$ cat src/design/rwgs_pkg.sv
`timescale 1ns / 1ps
// ----------------------------------------------------------------------------
// rwgs_pkg
// Shared constants and types of the ring-weighted grid smoothing block.
// ----------------------------------------------------------------------------
package rwgs_pkg;

  localparam int MAX_RADIUS  = 7;
  localparam int MAX_COLS    = 4096;
  localparam int RING_ROWS   = 2 * MAX_RADIUS + 1;
  localparam int SAMPLE_BITS = 32;
  localparam int ROW_W       = 15;
  localparam int COL_W       = 12;
  localparam int NCOL_W      = 13;
  localparam int RAD_W       = 3;
  localparam int RING_W      = 4;
  localparam int ADDR_W      = 16;
  localparam int ACC_W       = 41;
  localparam int WSUM_W      = 9;
  localparam int NUM_W       = 42;
  localparam int DEN_W       = 10;
  localparam int DIV_CNT_W   = 6;
  localparam int CFG_IDX_W   = 2;
  localparam int CFG_DATA_W  = 15;

  localparam logic [CFG_IDX_W-1:0] CFG_RADIUS   = 2'd0;
  localparam logic [CFG_IDX_W-1:0] CFG_NUM_ROWS = 2'd1;
  localparam logic [CFG_IDX_W-1:0] CFG_NUM_COLS = 2'd2;

  typedef struct packed {
    logic [RAD_W-1:0]  rad;
    logic [ROW_W-1:0]  rows;
    logic [NCOL_W-1:0] cols;
  } geom_t;

  typedef struct packed {
    logic [SAMPLE_BITS-1:0] sample;
    logic [ROW_W-1:0]       row;
    logic [COL_W-1:0]       col;
    logic [RING_W-1:0]      ring;
    logic [ROW_W-1:0]       rlo;
    logic [ROW_W-1:0]       rhi;
    logic [COL_W-1:0]       clo;
    logic [COL_W-1:0]       chi;
    logic                   has;
  } job_t;

endpackage

$ cat src/design/rwgs_job_q.sv
`timescale 1ns / 1ps
// ----------------------------------------------------------------------------
// rwgs_job_q
// Two-entry queue of classified samples between front and back.
// ----------------------------------------------------------------------------
module rwgs_job_q (
  input  logic           clk,
  input  logic           rst_n,
  input  logic           push,
  input  rwgs_pkg::job_t din,
  output logic           full,
  input  logic           pop,
  output rwgs_pkg::job_t dout,
  output logic           valid
);

  rwgs_pkg::job_t slot_r [2];
  logic           wp_r;
  logic           rp_r;
  logic [1:0]     cnt_r;

  assign full  = (cnt_r == 2'd2);
  assign valid = (cnt_r != 2'd0);
  assign dout  = slot_r[rp_r];

  always_ff @(posedge clk) begin
    if (push) begin
      slot_r[wp_r] <= din;
    end
  end

  always_ff @(posedge clk) begin
    if (!rst_n) begin
      wp_r  <= 1'b0;
      rp_r  <= 1'b0;
      cnt_r <= 2'd0;
    end else begin
      if (push) wp_r <= ~wp_r;
      if (pop)  rp_r <= ~rp_r;
      cnt_r <= cnt_r + {1'b0, push} - {1'b0, pop};
    end
  end

endmodule

$ cat config.mk
export PLATFORM = sky130hd
export DESIGN_NAME = rwgs_job_q
export DESIGN_NICKNAME = d
export VERILOG_FILES = /design/src/design/rwgs_pkg.sv /design/src/design/rwgs_job_q.sv
export SDC_FILE = /design/constraint.sdc
export NUM_CORES = 1
export LEC_CHECK = 0
export BUFFER_PORTS_ARGS = -buffer_cell sky130_fd_sc_hd__buf_2
export CAP_MARGIN = 0
export CORE_MARGIN = 10
export CORE_UTILIZATION = 54
export CTS_BUF_LIST = sky130_fd_sc_hd__clkbuf_8
export CTS_CLUSTER_DIAMETER = 50
export DETAILED_ROUTE_END_ITERATION = 6
export PLACE_DENSITY = 0.83
export SYNTH_ARGS = -nofsm -noshare
export SYNTH_HDL_FRONTEND = slang
export SYNTH_SLANG_ARGS = --single-unit
$ cat constraint.sdc
create_clock -name clk -period 10.1 [get_ports clk]
set_clock_uncertainty 0.1 [all_clocks]
set_input_delay 2.02 -clock clk [delete_from_list [all_inputs] [get_ports clk]]
set_output_delay 2.02 -clock clk [all_outputs]
set_load 0.01 [all_outputs]
; Yosys cells after proc, flatten, opt, wreduce, memory -nomap -nowiden
; Memories as Yosys holds them, arrays and structs flattened. A register that Yosys moved wholly into a read port is not among the register bits.
; Cells that the tools add are included.
[totals]
ff_bits = 4
ramBits = 236
in_bits = 122
output_inout_bits = 120
wordCells = 14
n_memories = 1
[classes]
add_sub_neg = 2
eq_ne = 1
muxes = 4
n_bitwise = 2
reduce_logical = 1
[mem_list]
columns = memory, depth, width, read_ports, rd_clocked_by_memory_dff, wr, line
row1 = slot_r, 2, 118, 1, 1, 1, rwgs_job_q.sv:17  ; rwgs_pkg::job_t slot_r [2];
[ops]
columns = op, count
row1 = 2-to-1 mux 1 bit, 4
row2 = adder 2 x 1 -> 2 bit, 1
row3 = equality test 2 bit (second input constant), 1
row4 = NOT 1 bit, 2
row5 = nonzero test 2 bit, 1
row6 = subtractor 2 x 1 -> 2 bit, 1

; Logic depth before layout (Yosys ltp)
[logic_depth]
word_depth = 3
ltp_mapped = 6
ltp_nobuf = 6

; Worst setup path after synthesis
; Ideal clock, no wire load.
[synth_timing]
kind = input to register
start = input port push
end = memory slot_r[0][0] (netlist bit), enable pin
setup_time_ns = 0.611
arrival_time_ns = 7.172
required_ns = 9.389
setup_slack_ns = 2.217
stages = 1
n_path_buf = 0
path_cell_list = nor2b_1
[synth_via]
elab_chain_len = 2
[synth_rtl]
columns = element, line
row1 = start: declaration, rwgs_job_q.sv:9  ; input logic push,
row2 = 2-to-1 mux 1 bit, rwgs_job_q.sv:27  ; if (push) begin
row3 = 2-to-1 mux 1 bit (implied by the code), rwgs_job_q.sv:28  ; slot_r[wp_r] <= din;
row4 = end: declaration, rwgs_job_q.sv:17
; Every way passes these cells.

==> results.json <==
{
  "outcome": "finished, final reports clean",
  "clk_pin_slew_worst_paths_ns": 0.06,
  "cts_buffer_depth": 3,
  "worst_pin_slew_ns": 0.938,
  "fmax_mhz": 201,
  "slew_headroom_pct": 37.5,
  "dpl.cell_count": 836,
  "synthXorXnorAreaFrac_pct": 0.355,
  "cts_max_level": 2,
  "p_leak_uw": 0.00420,
  "clkLatencyLatePin_ns": 0.52,
  "synth_top_area_share_pct": 80.5,
  "crit_required_ns": 7.98,
  "ant_nets": 0,
  "grt_pass1_wl_um": 28400,
  "grt_antenna_before_repair": 1,
  "synth_seq_cells": 241,
  "syn_inst": 388,
  "cts_setup_buffers": 0,
  "synthDistinctLibCells": 14,
  "synth.top_cells.by_area": "edfxtp_1 (80%), mux2_2 (13%), mux2_4 (3.4%)",
  "synth-simple-area-share_pct": 0.639,
  "rows": 46,
  "post_route_cells_drive_above_1_share_pct": 60.6,
  "yosys.area_share.adder_pct": 0.284,
  "cp.arrival_ns": 2.84,
  "num-fill-cells": 1054,
  "hold-worst-slack_ns": 0.479,
  "ctsHoldBuffers": 0,
  "finalSetupViolCount": 0,
  "multi_input_area_um2": 1530,
  "cts_tree": "yes",
  "grt_max_degree": 65,
  "holdCritPathClass": "flop to flop",
  "yosysTopAreaCell": "edfxtp_1",
  "regArea_um2": 7190,
  "synth_compound_area_share_pct": 0.0852,
  "design_area_um2": 10900,
  "nNetsFinal": 785,
  "drc": 0,
  "die_area_um2": 21800,
  "fin_crit_ns": 4.96,
  "critPathSlowestCell": "dfxtp_4",
  "stdcell_count": 904,
  "ir_drop_mv": 0.179,
  "wl_per_cell_um": 20.9,
  "dp_hpwl_um": 12900,
  "syn_area_um2": 8810,
  "end_kind": "output port",
  "clockRootBuffer": "clkbuf_8",
  "critical_path_class": "flop to output port",
  "cts.repair.resized": 0,
  "dr.pass1.iters": 4,
  "cp_max_fo": 64,
  "cts_buffers": 39,
  "port_buffers": 241,
  "hold_viol_final": 0,
  "path_cells": "buf_4 -> mux2_2 -> buf_2",
  "max_cap_viol_count": 0,
  "clkSinkCount": 241,
  "core-area_um2": 15900,
  "rsz0062_at_grt": "false",
  "pin_count": 242,
  "syn_area_per_cell_um2": 22.7,
  "yosys_warnings": 0,
  "drt-initial-drc-count": 202,
  "track_usage_pct": 16.6,
  "initial_utilization_pct": 55.3,
  "viasPerCell": 5.07,
  "syn_nets": 512,
  "routed_wl_um": 18900,
  "critical-path-max-stage-delay_ns": 0.84,
  "start_kind": "flop",
  "grt_pass1_vias": 5091,
  "overflow": 0,
  "vias": 4585,
  "ys_seq_area_share_pct": 81.6,
  "place_area_um2": 10200,
  "muxShareOfSynthArea_pct": 15.9,
  "powerDensity_nw_per_um2": 197,
  "synth_top_family_by_area": "multiplexers",
  "period_share_pct": 49.1,
  "fin_setup_tns_ns": 0,
  "slew_viol_final": 0,
  "die_x_um": 148,
  "fp.dieH_um": 148,
  "areaGrowthSynthToFinish_pct": 24.2,
  "gp_congestion": 0.763
}
path summary, 6_finish.rpt:
| check | from | to | slack [ns] | cells past startpoint |
|---|---|---|---|---|
| hold reg to reg | rp_r$_SDFFE_PN0P_ | flop | 0.48 | 2 |
| setup / recovery | flop | dout[62] | 5.14 | 3 |
| hold / removal | rp_r$_SDFFE_PN0P_ | flop | 0.48 | 2 |
| setup reg to reg | wp_r$_SDFFE_PN0P_ | slot_r[1][5]$_DFFE_PP_ | 7.64 | 2 |
layout make-up:
class,instances,area share (%)
Sequential cell,241,65.7
Multi-Input combinational cell,132,14.0
Clock buffer,41,5.16
Antenna cell,1,0.0229
Inverter,2,0.0686
Tap cell,216,2.47
Clock inverter,26,1.21
Timing Repair Buffer,245,11.3
routing by layer:
layer  track usage (%)  vias up  routed length [um]
met5                 0        -                   0
met4              4.91        0                 257
met3              6.53       28                1650
li1                  -     2088                   -
met2              28.8      212                9740
met1              18.7     2257                7290
placed cells by master (no fill, tap or decap), types with 2 or more instances in the layout:
master	n
and2_1	3
buf_2	241
buf_4	4
clkbuf_8	41
clkinv_1	12
clkinv_2	7
dfxtp_1	4
edfxtp_1	236
ha_1	2
inv_1	8
mux2_2	98
mux2_4	20
nor2b_1	3
cells by family (layout without fill, tap and decap cells):
logic type / count (synthesis) / count (layout)
buffers and inverters: 15 / 314
XOR/XNOR: 2 / 2
adder cells (fa/ha/maj): 2 / 2
flip-flops: 241 / 241
other: 0 / 1
AO/OA/AOI/OAI: 1 / 1
AND/OR/NAND/NOR: 9 / 9
multiplexers: 118 / 118
Yosys cell counts, drive strengths merged:
master	number
xor2	1
and2	4
ha	2
xnor3	1
inv	2
edfxtp	236
or2	1
nor2b	4
mux2	118
o21a	1
buf	13
dfxtp	5
registers in the layout (all words and copies together) (netlist names), named ones only:
signal  flops
slot_r    236
wp_r        1
cnt_r       2
rp_r        1
stage by stage:
| stage | worst slack (ns) | util [%] | power, uW |
|---|---|---|---|
| floorplan | 2.22 | - | 1330 |
| global placement | 5.69 | 64.2 | 1420 |
| detailed placement | 5.66 | 64.2 | 1430 |
| CTS | 5.08 | 68.6 | 2180 |
| global route | 4.98 | 68.6 | 2250 |
| finish | 5.14 | 68.6 | 2160 |
report_power, final:
part	internal (uW)	switching, uW
clock	400	349
sequential	1160	22.4
combinational	112	116
total	1670	487
critical path, delay by kind of cell (launching register included):
kind	cells	cell delay (ns)
buf+inv	2	0.96
mux	1	0.43
flops	1	0.84
No activity file was read; power rests on OpenSTA's default activity.
