File: src/design/rwgs_pkg.sv
`timescale 1ns / 1ps
// ----------------------------------------------------------------------------
// rwgs_pkg
// Shared constants and types of the ring-weighted grid smoothing block.
// ----------------------------------------------------------------------------
package rwgs_pkg;

  localparam int MAX_RADIUS  = 7;
  localparam int MAX_COLS    = 4096;
  localparam int RING_ROWS   = 2 * MAX_RADIUS + 1;
  localparam int SAMPLE_BITS = 32;
  localparam int ROW_W       = 15;
  localparam int COL_W       = 12;
  localparam int NCOL_W      = 13;
  localparam int RAD_W       = 3;
  localparam int RING_W      = 4;
  localparam int ADDR_W      = 16;
  localparam int ACC_W       = 41;
  localparam int WSUM_W      = 9;
  localparam int NUM_W       = 42;
  localparam int DEN_W       = 10;
  localparam int DIV_CNT_W   = 6;
  localparam int CFG_IDX_W   = 2;
  localparam int CFG_DATA_W  = 15;

  localparam logic [CFG_IDX_W-1:0] CFG_RADIUS   = 2'd0;
  localparam logic [CFG_IDX_W-1:0] CFG_NUM_ROWS = 2'd1;
  localparam logic [CFG_IDX_W-1:0] CFG_NUM_COLS = 2'd2;

  typedef struct packed {
    logic [RAD_W-1:0]  rad;
    logic [ROW_W-1:0]  rows;
    logic [NCOL_W-1:0] cols;
  } geom_t;

  typedef struct packed {
    logic [SAMPLE_BITS-1:0] sample;
    logic [ROW_W-1:0]       row;
    logic [COL_W-1:0]       col;
    logic [RING_W-1:0]      ring;
    logic [ROW_W-1:0]       rlo;
    logic [ROW_W-1:0]       rhi;
    logic [COL_W-1:0]       clo;
    logic [COL_W-1:0]       chi;
    logic                   has;
  } job_t;

endpackage

File: src/design/rwgs_front.sv
`timescale 1ns / 1ps
// ----------------------------------------------------------------------------
// rwgs_front
// Config registers, raster position and node range classification.
// ----------------------------------------------------------------------------
module rwgs_front (
  input  logic                             clk,
  input  logic                             rst_n,
  input  logic                             cfg_we,
  input  logic [rwgs_pkg::CFG_IDX_W-1:0]   cfg_index,
  input  logic [rwgs_pkg::CFG_DATA_W-1:0]  cfg_data,
  input  logic                             accept,
  input  logic [rwgs_pkg::SAMPLE_BITS-1:0] sample,
  output rwgs_pkg::job_t                   job,
  output rwgs_pkg::geom_t                  geom
);

  logic [rwgs_pkg::RAD_W-1:0]  radius_r;
  logic [rwgs_pkg::ROW_W-1:0]  num_rows_r;
  logic [rwgs_pkg::NCOL_W-1:0] num_cols_r;
  logic [rwgs_pkg::ROW_W-1:0]  row_r;
  logic [rwgs_pkg::COL_W-1:0]  col_r;
  logic [rwgs_pkg::RING_W-1:0] ring_r;

  logic [rwgs_pkg::ROW_W-1:0]  rows_eff;
  logic [rwgs_pkg::NCOL_W-1:0] cols_eff;
  logic [rwgs_pkg::ROW_W:0]    r_s;
  logic [rwgs_pkg::ROW_W:0]    rhi_s;
  logic [rwgs_pkg::COL_W+1:0]  c_s;
  logic [rwgs_pkg::COL_W+1:0]  chi_s;
  logic                        last_row;
  logic                        last_col;

  always_comb begin
    rows_eff = (num_rows_r == '0) ? rwgs_pkg::ROW_W'(1) : num_rows_r;
    if (num_cols_r == '0) begin
      cols_eff = rwgs_pkg::NCOL_W'(1);
    end else if (num_cols_r > rwgs_pkg::NCOL_W'(rwgs_pkg::MAX_COLS)) begin
      cols_eff = rwgs_pkg::NCOL_W'(rwgs_pkg::MAX_COLS);
    end else begin
      cols_eff = num_cols_r;
    end
    last_row = (row_r == rows_eff - rwgs_pkg::ROW_W'(1));
    last_col = ({1'b0, col_r} == cols_eff - rwgs_pkg::NCOL_W'(1));
    r_s   = {1'b0, row_r} - {{(rwgs_pkg::ROW_W+1-rwgs_pkg::RAD_W){1'b0}}, radius_r};
    c_s   = {2'b00, col_r} - {{(rwgs_pkg::COL_W+2-rwgs_pkg::RAD_W){1'b0}}, radius_r};
    rhi_s = last_row ? {1'b0, row_r} : r_s;
    chi_s = last_col ? {2'b00, col_r} : c_s;

    geom.rad  = radius_r;
    geom.rows = rows_eff;
    geom.cols = cols_eff;

    job.sample = sample;
    job.row    = row_r;
    job.col    = col_r;
    job.ring   = ring_r;
    job.rlo    = r_s[rwgs_pkg::ROW_W] ? '0 : r_s[rwgs_pkg::ROW_W-1:0];
    job.rhi    = rhi_s[rwgs_pkg::ROW_W-1:0];
    job.clo    = c_s[rwgs_pkg::COL_W+1] ? '0 : c_s[rwgs_pkg::COL_W-1:0];
    job.chi    = chi_s[rwgs_pkg::COL_W-1:0];
    job.has    = !rhi_s[rwgs_pkg::ROW_W] && !chi_s[rwgs_pkg::COL_W+1];
  end

  always_ff @(posedge clk) begin
    if (!rst_n) begin
      radius_r   <= rwgs_pkg::RAD_W'(1);
      num_rows_r <= rwgs_pkg::ROW_W'(1);
      num_cols_r <= rwgs_pkg::NCOL_W'(1);
      row_r      <= '0;
      col_r      <= '0;
      ring_r     <= '0;
    end else if (cfg_we) begin
      case (cfg_index)
        rwgs_pkg::CFG_RADIUS: begin
          radius_r <= cfg_data[rwgs_pkg::RAD_W-1:0];
          row_r <= '0; col_r <= '0; ring_r <= '0;
        end
        rwgs_pkg::CFG_NUM_ROWS: begin
          num_rows_r <= cfg_data[rwgs_pkg::ROW_W-1:0];
          row_r <= '0; col_r <= '0; ring_r <= '0;
        end
        rwgs_pkg::CFG_NUM_COLS: begin
          num_cols_r <= cfg_data[rwgs_pkg::NCOL_W-1:0];
          row_r <= '0; col_r <= '0; ring_r <= '0;
        end
        default: begin
        end
      endcase
    end else if (accept) begin
      if (last_col) begin
        col_r <= '0;
        if (last_row) begin
          row_r  <= '0;
          ring_r <= '0;
        end else begin
          row_r  <= row_r + rwgs_pkg::ROW_W'(1);
          ring_r <= (ring_r == rwgs_pkg::RING_W'(rwgs_pkg::RING_ROWS - 1)) ? '0 :
                    ring_r + rwgs_pkg::RING_W'(1);
        end
      end else begin
        col_r <= col_r + rwgs_pkg::COL_W'(1);
      end
    end
  end

endmodule

File: config.mk
export PLATFORM = sky130hd
export DESIGN_NAME = rwgs_front
export DESIGN_NICKNAME = d
export VERILOG_FILES = /design/src/design/rwgs_pkg.sv /design/src/design/rwgs_front.sv
export SDC_FILE = /design/constraint.sdc
export NUM_CORES = 1
export LEC_CHECK = 0
export BUFFER_PORTS_ARGS = -buffer_cell sky130_fd_sc_hd__buf_4
export CAP_MARGIN = 40
export CORE_MARGIN = 2
export CORE_UTILIZATION = 47
export DETAILED_ROUTE_END_ITERATION = 16
export GPL_ROUTABILITY_DRIVEN = 1
export PLACE_DENSITY_LB_ADDON = 0.1
export SYNTH_ARGS = -nofsm -noshare
export SYNTH_HDL_FRONTEND = slang
export SYNTH_SLANG_ARGS = --single-unit
File: constraint.sdc
create_clock -name clk -period 4.2 [get_ports clk]
set_clock_uncertainty 0.1 [all_clocks]
set_input_delay 0.63 -clock clk [delete_from_list [all_inputs] [get_ports clk]]
set_output_delay 0.63 -clock clk [all_outputs]
set_load 0.005 [all_outputs]
Word-level counts from Yosys, hierarchy flattened. Cells that the tools add are included.

Register bits after elaboration: 62. Input bits: 53. Output and inout port bits: 149.

Add/sub/neg operators: 7. $lt $le $gt $ge: 1. Equal/unequal tests: 6. Muxes and demuxes: 22. Reductions and logical operators: 14.

Operator list (number): 2-to-1 mux 15 bit (7); 2-to-1 mux 12 bit (5); 2-to-1 mux 13 bit (2); 2-to-1 mux 4 bit (6); 2-to-1 mux 16 bit (1); subtractor 15 x 3 -> 16 bit (1); adder 15 x 1 -> 15 bit, second input constant (1); equality test 15 bit (1); zero test 15 bit (1); subtractor 15 x 1 -> 15 bit, second input constant (1); 2-to-1 mux 14 bit (1); equality test 12 x 13 -> 1 bit (1); > comparator 13 bit, second input constant (1); zero test 13 bit (1); subtractor 12 x 3 -> 13 bit (1); subtractor 13 x 1 -> 13 bit, second input constant (1); adder 12 x 1 -> 12 bit, second input constant (1); AND reduction 2 bit (4); adder 4 x 1 -> 4 bit, second input constant (1); equality test 4 bit, second input constant (1); nonzero test 2 bit (2); AND reduction 3 bit (1); OR reduction 3 bit (1); equality test 2 x 1 -> 1 bit, second input constant (1); 5 further kinds (6).

Logic depth before layout (Yosys ltp).
Word-level depth: 8. Gate-level depth with buffers: 18. Gate-level depth less buffers: 14.

Worst setup path after synthesis. Ideal clock, no wire load.

Path kind: register -> output. Start: reg num_rows_r[6] (netlist bit). End: out job[38] (netlist bit). Arrival time: 3.663 ns. Data required time: 3.470 ns. Setup slack: -0.193 ns. Cell stages (with the launch flop): 17. Path buffers: 4. Cell sequence: dfxtp_1 > clkbuf_1 > nor4_1 > and3_1 > clkbuf_1 > a21oi_1 > ha_1 > or4b_1 > buf_2 > or4b_1 > and3_1 > o31ai_4 > nor4b_2 > and4bb_2 > buf_4 > nor2_1 > xnor2_1.

RTL lines: start, declared (RTL line rwgs_front.sv:19) `logic [rwgs_pkg::ROW_W-1:0] num_rows_r;`; start signal, assigned (RTL line rwgs_front.sv:68) `num_rows_r <= rwgs_pkg::ROW_W'(1);`; start signal, assigned (RTL line rwgs_front.sv:80) `num_rows_r <= cfg_data[rwgs_pkg::ROW_W-1:0];`; end, declared (RTL line rwgs_front.sv:14) `output rwgs_pkg::job_t job,`.

==> reports/metrics.csv <==
metric,value,unit
run_status,"complete, but fails checks",
violations,negative setup slack,
post-route-drc-count,0,
setup-violations-final,38,
cp_cell_sequence,"or4_4, or2_4, nor3_2, nor2_1, or2_4, ha_4, buf_6, nand3b_1, o31a_1, o21a_1, o2111ai_2, nor3_1, o211a_1, buf_6, nor4_2, xor2_1, buf_4",
vias,6119,
finalCritPeriodShare,107,%
clk_transition_reported_paths,0.06,ns
end_kind,output port,
finalCriticalPeriod,4.49,ns
start_util,48.2,%
n_antenna_cell,0,
first_pass_iters,5,
finalMaxSlewViolations,0,
cts.htree.levels,3,
final-hold-violation-count,0,
hp-start,row_r[0]$_SDFFE_PN0P_,
syn_inst,782,
cts.sinks,62,
die_area,13200,µm²
cts_tree,yes,
netlist_area,5790,µm²
nNetsFinal,977,
p_leak,3.65,nW
worstPathRequired,3.47,ns
cpLargestDelayFamily,simple AND/OR/NAND/NOR gates,
drtIter0Drc,565,
path_class,register to output port,
max_stage_delay,0.53,ns
insertion_delay,0.34,ns
core,12000,µm²
synthFlopType,dfxtp_1,
r2r-end,row_r[11]$_SDFFE_PN0P_,
synthArstFlopShare,0,%
crit_fanout,8,
root_buffer,clkbuf_16,
grt_setup_unrepaired,true,
die_y,115,µm
drv_cap,0,
die_x,115,µm
first_global_vias,5811,
synth_seq_cells,62,
power_density,298,nW/µm²
syn_nets,849,
worst_pin_slew,0.759,ns
ff2ff_path_depth,18,
synth.distinct_cells,73,
io_pins,202,
cp_slowest_cell,or4_4,
grt_pass1_wl,29800,µm
whs_path_depth,2,
grt.total_usage,28.4,%
dp_hpwl,14300,µm
place_ws,-0.196,ns
grt_max_degree,39,
drtAntennaViolNets,0,
portBuffers,137,
ir_drop,0.179,mV
synth.avg_cell_area,7.41,µm²
slew_headroom,49.2,%
finalWorstSetupSlack,-0.287,ns
flow.area_growth_from_synthesis,35.2,%
clock.fmax,0.223,GHz
cp.arrival,3.76,ns
startpoint_type,register,
layout_common_cells,"buf_4, nand2_1, nor2_1, dfxtp_1, xor2_1",
wl_per_cell,17.9,µm
antenna_found_initial,0,
hold_path.class,register to register,
routed_via_density,5.77,
wirelength,19000,µm
ys_warn_count,0,
rows,40,
drive_gt1_share,36.3,%
regToRegSetupSlack,0.12,ns
critPathBufInv,3,
final_core_util,65.2,%
synth_edf_count,0,
min_to,row_r[0]$_SDFFE_PN0P_,
layout_commonest_cell,buf_4,
seq_area_frac_synth,21.4,%
cts_buffers,9,
r2r-start,num_cols_r[3]$_SDFFE_PN0P_,
max-clock-path-buffers,2,
place_congestion,0.919,
grt_overflow,0,
report_power, final:
group	internal (mW)	switching, mW
Clock	0.473	0.291
Combinational	0.511	0.447
Sequential	0.601	0.0102
per-layer routing:
metal | up-vias | GRT usage, % | part of all wire [%]
li1 | 2940 | - | -
met1 | 2919 | 39.0 | 45
met2 | 226 | 45.3 | 46
met3 | 34 | 4.85 | 6.3
met4 | 0 | 9.72 | 2.3
met5 | - | 0 | 0
cell type report:
| type | count | area, µm² |
|---|---|---|
| fill | 1082 | 4180 |
| tap | 147 | 184 |
| multi-input combinational | 591 | 4280 |
| clock inverter | 5 | 58.8 |
| inverter | 23 | 86.3 |
| timing repair buffer | 223 | 1730 |
| sequential | 62 | 1260 |
| clock buffer | 10 | 239 |
what timing repair did:
| item | in CTS | in global routing |
|---|---|---|
| hold buffers | 0 | 0 |
| pin swaps | 18 | 11 |
| setup buffers | 4 | 3 |
| gates resized for setup | 62 | 43 |
| setup endpoints to repair | 51 | 66 |
| gates cloned | 0 | 1 |
through the flow:
stage          TNS (ns)  hold slack (ns)  cells  area (µm²)  total power [mW]
6_report          -6.36            0.413   1061        7830              2.33
5_1_grt          -12.73            0.429   1061        7830              2.44
4_1_cts           -7.02            0.412   1057        7630              2.27
3_5_place_dp      -3.71            0.432   1038        7060              1.44
3_3_place_gp      -3.14            0.411   1038        7060              1.42
2_1_floorplan         0            0.353    782        5840              1.09
worst register-to-register path: stages, from the launching register on:
cell,delay (ns)
dfxtp_2,0.32
or4_4,0.53
or2_4,0.27
nor3_2,0.10
nor2_1,0.06
or2_4,0.24
ha_4,0.20
buf_6,0.13
nand3b_1,0.08
o31a_1,0.15
o21a_1,0.15
o2111ai_2,0.14
buf_4,0.17
buf_4,0.12
or4_1,0.56
o21ai_4,0.22
buf_12,0.16
o21ai_0,0.11
a21o_1,0.19
Yosys cell counts (6+ instances only):
cell type   n  area share, %
nor2b_1    27            2.9
xor2_1     39            5.9
nor2_1     86            5.6
nor3_1     21            1.8
a21boi_0   29            3.8
and3_1     18            1.9
nand2_1    82            5.3
mux2i_1     7            1.2
nand2b_1   13            1.4
buf_2       7           0.60
nand4_1    10            1.1
or4_1       6           0.78
a21oi_1    13            1.1
nor4_1     12            1.3
o21ai_1     6           0.52
clkbuf_1   61            4.0
a21o_1     15            1.9
nor3b_1    14            1.8
or3_1      27            2.9
nand3_1     7           0.60
buf_4      34            4.4
ha_1       12            2.6
o21ai_0    21            1.8
xnor2_1    29            4.4
inv_1      23            1.5
dfxtp_1    62             21
how the worst max path moves through the flow:
stage	from	endpoint	slack [ns]	depth (start not counted)
2_1_floorplan	num_rows_r[6]$_SDFFE_PN0P_	job[26]	0.01	14
3_3_place_gp	num_cols_r[3]$_SDFFE_PN0P_	job[12]	-0.16	15
3_5_place_dp	num_cols_r[3]$_SDFFE_PN0P_	job[12]	-0.20	15
4_1_cts	num_rows_r[13]$_SDFFE_PN0P_	job[38]	-0.30	14
5_1_grt	num_cols_r[3]$_SDFFE_PN0P_	job[12]	-0.49	17
6_report	num_cols_r[3]$_SDFFE_PN0P_	job[12]	-0.29	17
state kept, by name (all words and copies together) (netlist names):
name	flops
col_r	12
num_cols_r	13
ring_r	4
radius_r	3
row_r	15
num_rows_r	15
kinds of logic (layout without fill, tap and decap cells):
family | count (synthesis) | in the layout | share of synthesized area, %
mux | 12 | 12 | 2.18
flops | 62 | 62 | 21.4
simple gates | 355 | 355 | 32.8
buf+inv | 129 | 261 | 11.2
compound gates | 142 | 142 | 18.8
fa+ha+maj | 14 | 14 | 3.28
xor+xnor | 68 | 68 | 10.3
(Power assumes the default switching activity.)
